### src/rtl/cln_pkg.sv
// ----------------------------------------------------------------------------
// cln_pkg - shared types and constants for the command line normaliser
// Character codes, line phase encoding and the front-to-back queue entry.
// ----------------------------------------------------------------------------
package cln_pkg;

    // Raw characters after the first MAX_LINE-1 of a line are ignored (range 2 to 256)
    localparam int MAX_LINE = 256;

    // Depth of the queue between front and back
    localparam int QDEPTH = 4;
    localparam int QAW    = $clog2(QDEPTH);

    // Character codes
    localparam logic [7:0] CH_TAB   = 8'h09;
    localparam logic [7:0] CH_SPACE = 8'h20;
    localparam logic [7:0] CH_TILDE = 8'h7E;
    localparam logic [7:0] CH_SLASH = 8'h2F;
    localparam logic [7:0] CH_POUND = 8'h23;

    // Line phase
    typedef enum logic [1:0] {
        PH_LEAD = 2'd0,
        PH_BODY = 2'd1,
        PH_DROP = 2'd2
    } t_phase;

    // One accepted character's worth of results: up to three characters,
    // a count of zero with last set stands for a bare end marker
    typedef struct packed {
        logic [1:0]      cnt;
        logic [2:0][7:0] chars;
        logic            last;
    } t_entry;

endpackage

### src/rtl/cln_if.sv
// ----------------------------------------------------------------------------
// cln_if - valid/ready channels of the command line normaliser
// Input channel carries raw characters, output channel normalised results.
// ----------------------------------------------------------------------------
interface cln_in_if;
    logic       valid;
    logic       ready;
    logic [7:0] in_char;
    logic       line_end;

    modport source (output valid, output in_char, output line_end, input ready);
    modport sink   (input valid, input in_char, input line_end, output ready);
endinterface

interface cln_out_if;
    logic       valid;
    logic       ready;
    logic [7:0] out_char;
    logic       has_char;
    logic       end_of_line;

    modport source (output valid, output out_char, output has_char,
                    output end_of_line, input ready);
    modport sink   (input valid, input out_char, input has_char,
                    input end_of_line, output ready);
endinterface

### src/rtl/command_line_normalizer_top.sv
// ----------------------------------------------------------------------------
// command_line_normalizer_top - command line whitespace and comment cleaner
// Takes raw command line characters and gives the normalised line.
// ----------------------------------------------------------------------------
// Usage:
//   i_in  : one raw character per beat, line_end set on the last of a line.
//   o_out : normalised characters; has_char is clear only on a bare end
//           marker, end_of_line marks the last result of every line.
// Throughput: one input beat per cycle while the queue has room; the output
//   side gives one result per cycle while o_out.ready is high, so a beat
//   that releases two or three characters (held space and slash plus the
//   new character) takes one emitter result per character. The four-entry
//   queue absorbs such bursts.
// Path: an accepted beat is written into the queue, then the output register
//   loads its first character; each further character of the same beat
//   follows in order.
// Reset: synchronous, active low; clears line state, queue and output valid.
// Stall: while o_out.ready is low the output register holds its beat; the
//   front keeps accepting until the queue fills, then drops i_in.ready.
// ----------------------------------------------------------------------------
module command_line_normalizer_top (
    input  logic      i_clk,
    input  logic      i_rst_n,
    cln_in_if.sink    i_in,
    cln_out_if.source o_out
);
    import cln_pkg::*;

    logic   push, q_full, pop, q_valid;
    t_entry push_entry, head_entry;

    cln_front u_front (
        .i_clk    (i_clk),
        .i_rst_n  (i_rst_n),
        .i_in     (i_in),
        .i_q_full (q_full),
        .o_push   (push),
        .o_entry  (push_entry)
    );

    cln_queue u_queue (
        .i_clk   (i_clk),
        .i_rst_n (i_rst_n),
        .i_push  (push),
        .i_entry (push_entry),
        .o_full  (q_full),
        .i_pop   (pop),
        .o_valid (q_valid),
        .o_head  (head_entry)
    );

    cln_back u_back (
        .i_clk     (i_clk),
        .i_rst_n   (i_rst_n),
        .i_q_valid (q_valid),
        .i_head    (head_entry),
        .o_pop     (pop),
        .o_out     (o_out)
    );

endmodule

### src/rtl/cln_front.sv
// ----------------------------------------------------------------------------
// cln_front - character classifier and line state
// Accepts one raw character a cycle while the queue has room, updates the
// line state and pushes the characters it releases as one queue entry.
// ----------------------------------------------------------------------------
module cln_front (
    input  logic            i_clk,
    input  logic            i_rst_n,
    cln_in_if.sink          i_in,
    input  logic            i_q_full,
    output logic            o_push,
    output cln_pkg::t_entry o_entry
);
    import cln_pkg::*;

    localparam logic [8:0] LIMIT = 9'(MAX_LINE - 1);

    t_phase     r_phase, n_phase;
    logic       r_sp, n_sp;
    logic       r_sl, n_sl;
    logic [7:0] r_pos, n_pos;

    logic            accept;
    logic [7:0]      c;
    logic            counted;
    logic            handled;
    logic [1:0]      cnt;
    logic [3:0][7:0] chars;

    assign i_in.ready = !i_q_full;
    assign accept     = i_in.valid && !i_q_full;

    // Classify the beat and work out next state and released characters
    always_comb begin
        n_phase = r_phase;
        n_sp    = r_sp;
        n_sl    = r_sl;
        n_pos   = (r_pos != 8'hFF) ? r_pos + 8'd1 : r_pos;
        cnt     = 2'd0;
        chars   = '0;
        handled = 1'b0;
        c       = (i_in.in_char == CH_TAB) ? CH_SPACE : i_in.in_char;
        counted = ({1'b0, r_pos} < LIMIT);

        if (counted && (r_phase == PH_LEAD || r_phase == PH_BODY)) begin
            // resolve a held slash first
            if (r_sl) begin
                n_sl = 1'b0;
                if (c == CH_SLASH) begin
                    n_phase = PH_DROP;
                    n_sp    = 1'b0;
                    handled = 1'b1;
                end else begin
                    if (r_sp) begin
                        chars[cnt] = CH_SPACE;
                        cnt        = cnt + 2'd1;
                        n_sp       = 1'b0;
                    end
                    chars[cnt] = CH_SLASH;
                    cnt        = cnt + 2'd1;
                end
            end
            if (!handled) begin
                if (c < CH_SPACE || c > CH_TILDE) begin
                    // cut the line, drop any trailing space
                    n_phase = PH_DROP;
                    n_sp    = 1'b0;
                end else if (c == CH_SPACE) begin
                    if (r_phase == PH_BODY) begin
                        n_sp = 1'b1;
                    end
                end else if (r_phase == PH_LEAD && c == CH_POUND) begin
                    n_phase = PH_DROP;
                end else if (c == CH_SLASH) begin
                    n_sl    = 1'b1;
                    n_phase = PH_BODY;
                end else begin
                    if (n_sp) begin
                        chars[cnt] = CH_SPACE;
                        cnt        = cnt + 2'd1;
                        n_sp       = 1'b0;
                    end
                    chars[cnt] = c;
                    cnt        = cnt + 2'd1;
                    n_phase    = PH_BODY;
                end
            end
        end

        // flush a held slash at the end of the line, then clear the state
        if (i_in.line_end) begin
            if (n_sl) begin
                if (n_sp) begin
                    chars[cnt] = CH_SPACE;
                    cnt        = cnt + 2'd1;
                end
                chars[cnt] = CH_SLASH;
                cnt        = cnt + 2'd1;
            end
            n_phase = PH_LEAD;
            n_sp    = 1'b0;
            n_sl    = 1'b0;
            n_pos   = 8'd0;
        end
    end

    // Push only beats that release something or close the line
    assign o_push        = accept && (cnt != 2'd0 || i_in.line_end);
    assign o_entry.cnt   = cnt;
    assign o_entry.chars = chars[2:0];
    assign o_entry.last  = i_in.line_end;

    // Advance line state on each accepted beat
    always_ff @(posedge i_clk) begin
        if (!i_rst_n) begin
            r_phase <= PH_LEAD;
            r_sp    <= 1'b0;
            r_sl    <= 1'b0;
            r_pos   <= 8'd0;
        end else if (accept) begin
            r_phase <= n_phase;
            r_sp    <= n_sp;
            r_sl    <= n_sl;
            r_pos   <= n_pos;
        end
    end

endmodule

### src/rtl/cln_queue.sv
// ----------------------------------------------------------------------------
// cln_queue - short queue between front and back
// Holds released entries so the classifier and the emitter stall apart.
// ----------------------------------------------------------------------------
module cln_queue (
    input  logic            i_clk,
    input  logic            i_rst_n,
    input  logic            i_push,
    input  cln_pkg::t_entry i_entry,
    output logic            o_full,
    input  logic            i_pop,
    output logic            o_valid,
    output cln_pkg::t_entry o_head
);
    import cln_pkg::*;

    t_entry           r_mem [QDEPTH];
    logic [QAW-1:0]   r_wr, r_rd;
    logic [QAW:0]     r_cnt;
    logic             do_push, do_pop;

    assign o_full  = (r_cnt == (QAW+1)'(QDEPTH));
    assign o_valid = (r_cnt != '0);
    assign o_head  = r_mem[r_rd];
    assign do_push = i_push && !o_full;
    assign do_pop  = i_pop && o_valid;

    // Write the entry store
    always_ff @(posedge i_clk) begin
        if (do_push) begin
            r_mem[r_wr] <= i_entry;
        end
    end

    // Advance pointers and fill count
    always_ff @(posedge i_clk) begin
        if (!i_rst_n) begin
            r_wr  <= '0;
            r_rd  <= '0;
            r_cnt <= '0;
        end else begin
            if (do_push) begin
                r_wr <= r_wr + 1'b1;
            end
            if (do_pop) begin
                r_rd <= r_rd + 1'b1;
            end
            if (do_push && !do_pop) begin
                r_cnt <= r_cnt + 1'b1;
            end else if (do_pop && !do_push) begin
                r_cnt <= r_cnt - 1'b1;
            end
        end
    end

endmodule

### src/rtl/cln_back.sv
// ----------------------------------------------------------------------------
// cln_back - result emitter
// Walks the characters of the queue head one per beat into an output
// register, marking the last result of each line.
// ----------------------------------------------------------------------------
module cln_back (
    input  logic            i_clk,
    input  logic            i_rst_n,
    input  logic            i_q_valid,
    input  cln_pkg::t_entry i_head,
    output logic            o_pop,
    cln_out_if.source       o_out
);
    import cln_pkg::*;

    logic [1:0] r_idx;
    logic       r_ov;
    logic [7:0] r_char;
    logic       r_has;
    logic       r_eol;

    logic       load;
    logic       at_last;
    logic [1:0] top_idx;
    logic [7:0] sel_char;

    assign load    = i_q_valid && (!r_ov || o_out.ready);
    assign top_idx = (i_head.cnt == 2'd0) ? 2'd0 : i_head.cnt - 2'd1;
    assign at_last = (r_idx == top_idx);
    assign o_pop   = load && at_last;

    // Select the character at the walk index
    always_comb begin
        case (r_idx)
            2'd0:    sel_char = i_head.chars[0];
            2'd1:    sel_char = i_head.chars[1];
            2'd2:    sel_char = i_head.chars[2];
            default: sel_char = 8'd0;
        endcase
    end

    // Hold the walk index and output valid
    always_ff @(posedge i_clk) begin
        if (!i_rst_n) begin
            r_idx <= 2'd0;
            r_ov  <= 1'b0;
        end else begin
            if (load) begin
                r_idx <= at_last ? 2'd0 : r_idx + 2'd1;
                r_ov  <= 1'b1;
            end else if (o_out.ready) begin
                r_ov  <= 1'b0;
            end
        end
    end

    // Load the output payload
    always_ff @(posedge i_clk) begin
        if (load) begin
            r_has  <= (i_head.cnt != 2'd0);
            r_char <= (i_head.cnt != 2'd0) ? sel_char : 8'd0;
            r_eol  <= i_head.last && at_last;
        end
    end

    assign o_out.valid       = r_ov;
    assign o_out.out_char    = r_char;
    assign o_out.has_char    = r_has;
    assign o_out.end_of_line = r_eol;

endmodule

### src/flat_wrapper.sv
// flat-port wrapper written by rule: the top's interface ports become plain ports
module command_line_normalizer_top_flat import cln_pkg::*;
  (i_clk, i_rst_n, i_in_valid, i_in_in_char, i_in_line_end, i_in_ready, o_out_valid, o_out_out_char, o_out_has_char, o_out_end_of_line, o_out_ready);
  cln_in_if i_in_i ();
  cln_out_if o_out_i ();
  input  logic i_clk;
  input  logic i_rst_n;
  input wire logic [$bits(i_in_i.valid)-1:0] i_in_valid;
  input wire logic [$bits(i_in_i.in_char)-1:0] i_in_in_char;
  input wire logic [$bits(i_in_i.line_end)-1:0] i_in_line_end;
  output wire logic [$bits(i_in_i.ready)-1:0] i_in_ready;
  output wire logic [$bits(o_out_i.valid)-1:0] o_out_valid;
  output wire logic [$bits(o_out_i.out_char)-1:0] o_out_out_char;
  output wire logic [$bits(o_out_i.has_char)-1:0] o_out_has_char;
  output wire logic [$bits(o_out_i.end_of_line)-1:0] o_out_end_of_line;
  input wire logic [$bits(o_out_i.ready)-1:0] o_out_ready;
  assign i_in_i.valid = i_in_valid;
  assign i_in_i.in_char = i_in_in_char;
  assign i_in_i.line_end = i_in_line_end;
  assign i_in_ready = i_in_i.ready;
  assign o_out_valid = o_out_i.valid;
  assign o_out_out_char = o_out_i.out_char;
  assign o_out_has_char = o_out_i.has_char;
  assign o_out_end_of_line = o_out_i.end_of_line;
  assign o_out_i.ready = o_out_ready;
  command_line_normalizer_top u_core (.i_clk(i_clk), .i_rst_n(i_rst_n), .i_in(i_in_i), .o_out(o_out_i));
endmodule
### config.mk
export PLATFORM = sky130hd
export DESIGN_NAME = command_line_normalizer_top_flat
export DESIGN_NICKNAME = d
export VERILOG_FILES = /design/src/rtl/cln_pkg.sv /design/src/rtl/cln_if.sv /design/src/rtl/command_line_normalizer_top.sv /design/src/rtl/cln_front.sv /design/src/rtl/cln_queue.sv /design/src/rtl/cln_back.sv /design/src/flat_wrapper.sv
export SDC_FILE = /design/constraint.sdc
export NUM_CORES = 1
export LEC_CHECK = 0
export ABC_CLOCK_PERIOD_IN_PS = 6500
export BUFFER_PORTS_ARGS = -buffer_cell sky130_fd_sc_hd__buf_2
export CORE_MARGIN = 2
export CORE_UTILIZATION = 60
export DETAILED_ROUTE_END_ITERATION = 16
export PLACE_DENSITY_LB_ADDON = 0.3
export SYNTH_ARGS = -nofsm -noshare
export SYNTH_HDL_FRONTEND = slang
export SYNTH_SLANG_ARGS = --single-unit
### constraint.sdc
create_clock -name i_clk -period 6.5 [get_ports i_clk]
set_input_delay 1.625 -clock i_clk [delete_from_list [all_inputs] [get_ports i_clk]]
set_output_delay 1.625 -clock i_clk [all_outputs]
set_load 0.01 [all_outputs]
==> metrics.txt <==
outcome complete, no violations; worst path bufs/invs 2; Sw Share 0.2770; clock sink total 142; Final Non-Filler Cells 672; max_slew headroom 0.3616; Clock Tree Buf Depth 2; Flop pwr share 0.428; total CTS buffers 17; share of cells above drive strength 1 0.2049; synth unique cells 68; DR WL/cell 20.15 µm; post-route minimum period 4243 ps; Final Hold Violating Endpoints 0; CTS tree yes; startpoint types input port; CP max stage delay approximately 440 ps; RePlAce Congestion between 0.9 and 1; Lkg Pwr 2.619 nW; final number of setup-violating endpoints 0; htree depth 4; CP endpoint kind flip-flop; DRC 0; most common cell after layout, fill and taps aside edfxtp_1; top_reg_cell synth edfxtp_1; hold_sp u_core.u_front.r_phase[0]; Hold Buf Count CTS 0; WHS 502.0 ps; worst hold stages 2; Post-synth EDFFs ~120; Post-Syn Instances 478; Fin Setup TNS 0 ps; Final Power between 2 and 3 mW; reg2reg end u_core.u_queue.r_cnt[2]; Final WS setup 2257 ps; grt ovf 0; Syn Std Cell Area between 0.006 and 0.007 mm²; Max FO, Critical Path 8; Detailed Place HPWL ~8500 µm; vias 4,108; flops & latches, synth between 100 and 150; area delta synth->final 13.82%; fin. max-slew vios 0; most frequent cells in the layout 118 x edfxtp_1, 45 x nand2_1, 29 x nor2_1; routed wire length 13,540 µm; Hold EP u_core.u_front.r_phase[0]; DRT Pass-1 Iters 5; Die Wd 108.6 µm; crit path max-delay cell type fa_1; FF-to-FF path depth 11; initial antenna violation count 0; post-route ant nets 0; pre-CTS setup slack 1768 ps; number of global-route vias before repair ~4,100; Worst-Skew Late Latency 530 ps; reg2reg setup slack 2730 ps; Data arrival, critical path ~4700 ps; global-route wire length before repair 21,490 µm; routed vias/inst 6.113; combinational power share 0.209; pin count of the biggest net entering global routing 28; core area 0.01075 mm²; die footprint 0.01179 mm²; Worst Max-Slew Pin Slew 957.6 ps; GRT Overall Usage 0.2510; period utilization 0.6527; Int Pwr 2.044 mW; Nets ~550; Mean Syn Cell Area 13.73 µm²; VDD IR max 0.2536 mV; worst min-delay path class flip-flop to flip-flop; Setup CP Type input port to flip-flop; Post-CTS Setup Inserts 0; io pins 25; antenna diode count 0; FFs w/ async S/R, synth 0; I/O Buffers 24; CTS clock-pin slew for the worst setup and hold paths ~60 ps; kind of cell adding the most delay to the critical path compound AO/OA/AOI/OAI gates; Max Clk Rate 235.7 MHz; Max-Cap Viols 0; Starting Density 0.6109; Placed Cells 641; Power Density roughly 380 mW/mm²; Resized Gates After CTS 0; clock power share 0.363; register area share after synthesis 0.6130; Yosys Warn Count 0; Psw about 780 µW; RSZ-0062 raised after global routing false; critical path, cell by cell buf_2, nor3_4, and4_1, a21boi_4, a211oi_1, a2bb2oi_2, o31a_2, ha_1, inv_1, fa_1, xor2_1, or3_1, a21oi_1; Die Y around 110 µm; Iter 0 DRT Violations 426; Worst Path Required 6950 ps; Worst Skew 8.257 ps; Root Buffer clkbuf_8; site row count 38
-- registers in the layout, summed over array words and instances, names as in the netlist, 2 cells and up, named ones only --
register and cells:
u_core.u_back.o_out.out_char 8, u_core.u_back.r_idx 2, u_core.u_front.r_phase 2, u_core.u_front.r_pos 8
u_core.u_queue.r_cnt 3, u_core.u_queue.r_mem 108, u_core.u_queue.r_rd 2, u_core.u_queue.r_wr 2
-- worst min-delay path, stage by stage, from the launching register on --
cell,delay [ps]
dfxtp_1,330
nand2_1,60
a21boi_0,70
-- synthesized netlist by cell type (5+ instances only) --
| cell | instances | area (µm²) |
|---|---|---|
| ha_1 | 19 | 237.7 |
| a22oi_1 | 10 | 75.07 |
| mux4_2 | 27 | 608.1 |
| nand3_1 | 9 | 45.04 |
| edfxtp_1 | 118 | 3543 |
| nor3_1 | 6 | 30.03 |
| nand2_1 | 45 | 168.9 |
| inv_1 | 18 | 67.56 |
| mux2i_1 | 5 | 50.05 |
| a21oi_1 | 28 | 140.1 |
| dfxtp_1 | 24 | 480.5 |
| and2_1 | 12 | 75.07 |
| or3_1 | 5 | 31.28 |
| clkbuf_1 | 8 | 30.03 |
| xor2_1 | 6 | 52.55 |
| o21ai_0 | 26 | 130.1 |
| nor2_1 | 29 | 108.9 |
-- power groups by stage --
stage                     Clock, mW  Combinational (mW)  Sequential, mW
after floorplan                   0               0.440            1.19
after global placement            0               0.562            1.22
after detailed placement          0               0.580            1.23
after CTS                      1.03               0.592            1.22
after global routing           1.07               0.647            1.23
final                          1.02               0.591            1.21
-- worst max-delay path by stage --
stage,from,to,slack [ps],depth (start not counted)
6_report,i_in_in_char[4],u_core.u_queue.r_cnt[2],2260,13
5_1_grt,i_in_in_char[2],u_core.u_queue.r_mem[0][22],2050,13
4_1_cts,i_in_in_char[4],u_core.u_queue.r_cnt[2],2290,13
3_5_place_dp,i_in_in_char[4],u_core.u_queue.r_cnt[2],1770,13
3_3_place_gp,i_in_in_char[4],u_core.u_queue.r_cnt[2],1820,13
2_1_floorplan,i_in_in_char[5],u_core.u_queue.r_cnt[2],2070,13
-- per-stage QoR --
stage | utilization | cell area (µm²)
detailed placement | 0.6366 | 6840
global route | 0.6953 | 7471
CTS | 0.6953 | 7471
global placement | 0.6366 | 6840
floorplan | - | 6605
finish | 0.6953 | 7471
-- metal layers --
metal,vias up,part of all wire,GRT usage,wire length [µm]
li1,1897,-,-,-
met1,2032,0.41,0.3163,5575
met2,157,0.51,0.4254,6940
met3,22,0.059,0.06148,795
met4,0,0.017,0.08883,228
met5,-,0,0,0
-- area by class of cell --
class | count | area (µm²)
clock buffers | 17 | 414.1
clock inverters | 14 | 216.5
fillers | 757 | 3274
inverters | 22 | 87.58
multi-input cells | 308 | 2395
flip-flops and latches | 142 | 4025
well taps | 140 | 175.2
repair buffers | 29 | 157.7
-- kinds of logic (layout without fill, tap and decap cells) --
family                     Yosys count  in the layout  share of synthesized area
DFF                                142            142                     0.6130
and+or+nand+nor                    137            137                     0.1073
AOI/OAI and AO/OA                   98             98                    0.09912
buffers and inverters               39             82                    0.02840
muxes                               32             32                     0.1003
adders and majority gates           20             20                    0.03927
xor gates and xnor gates             9              9                    0.01201
other                                1             12                  0.0005713
Note: power is estimated with default switching activity, not from simulation.
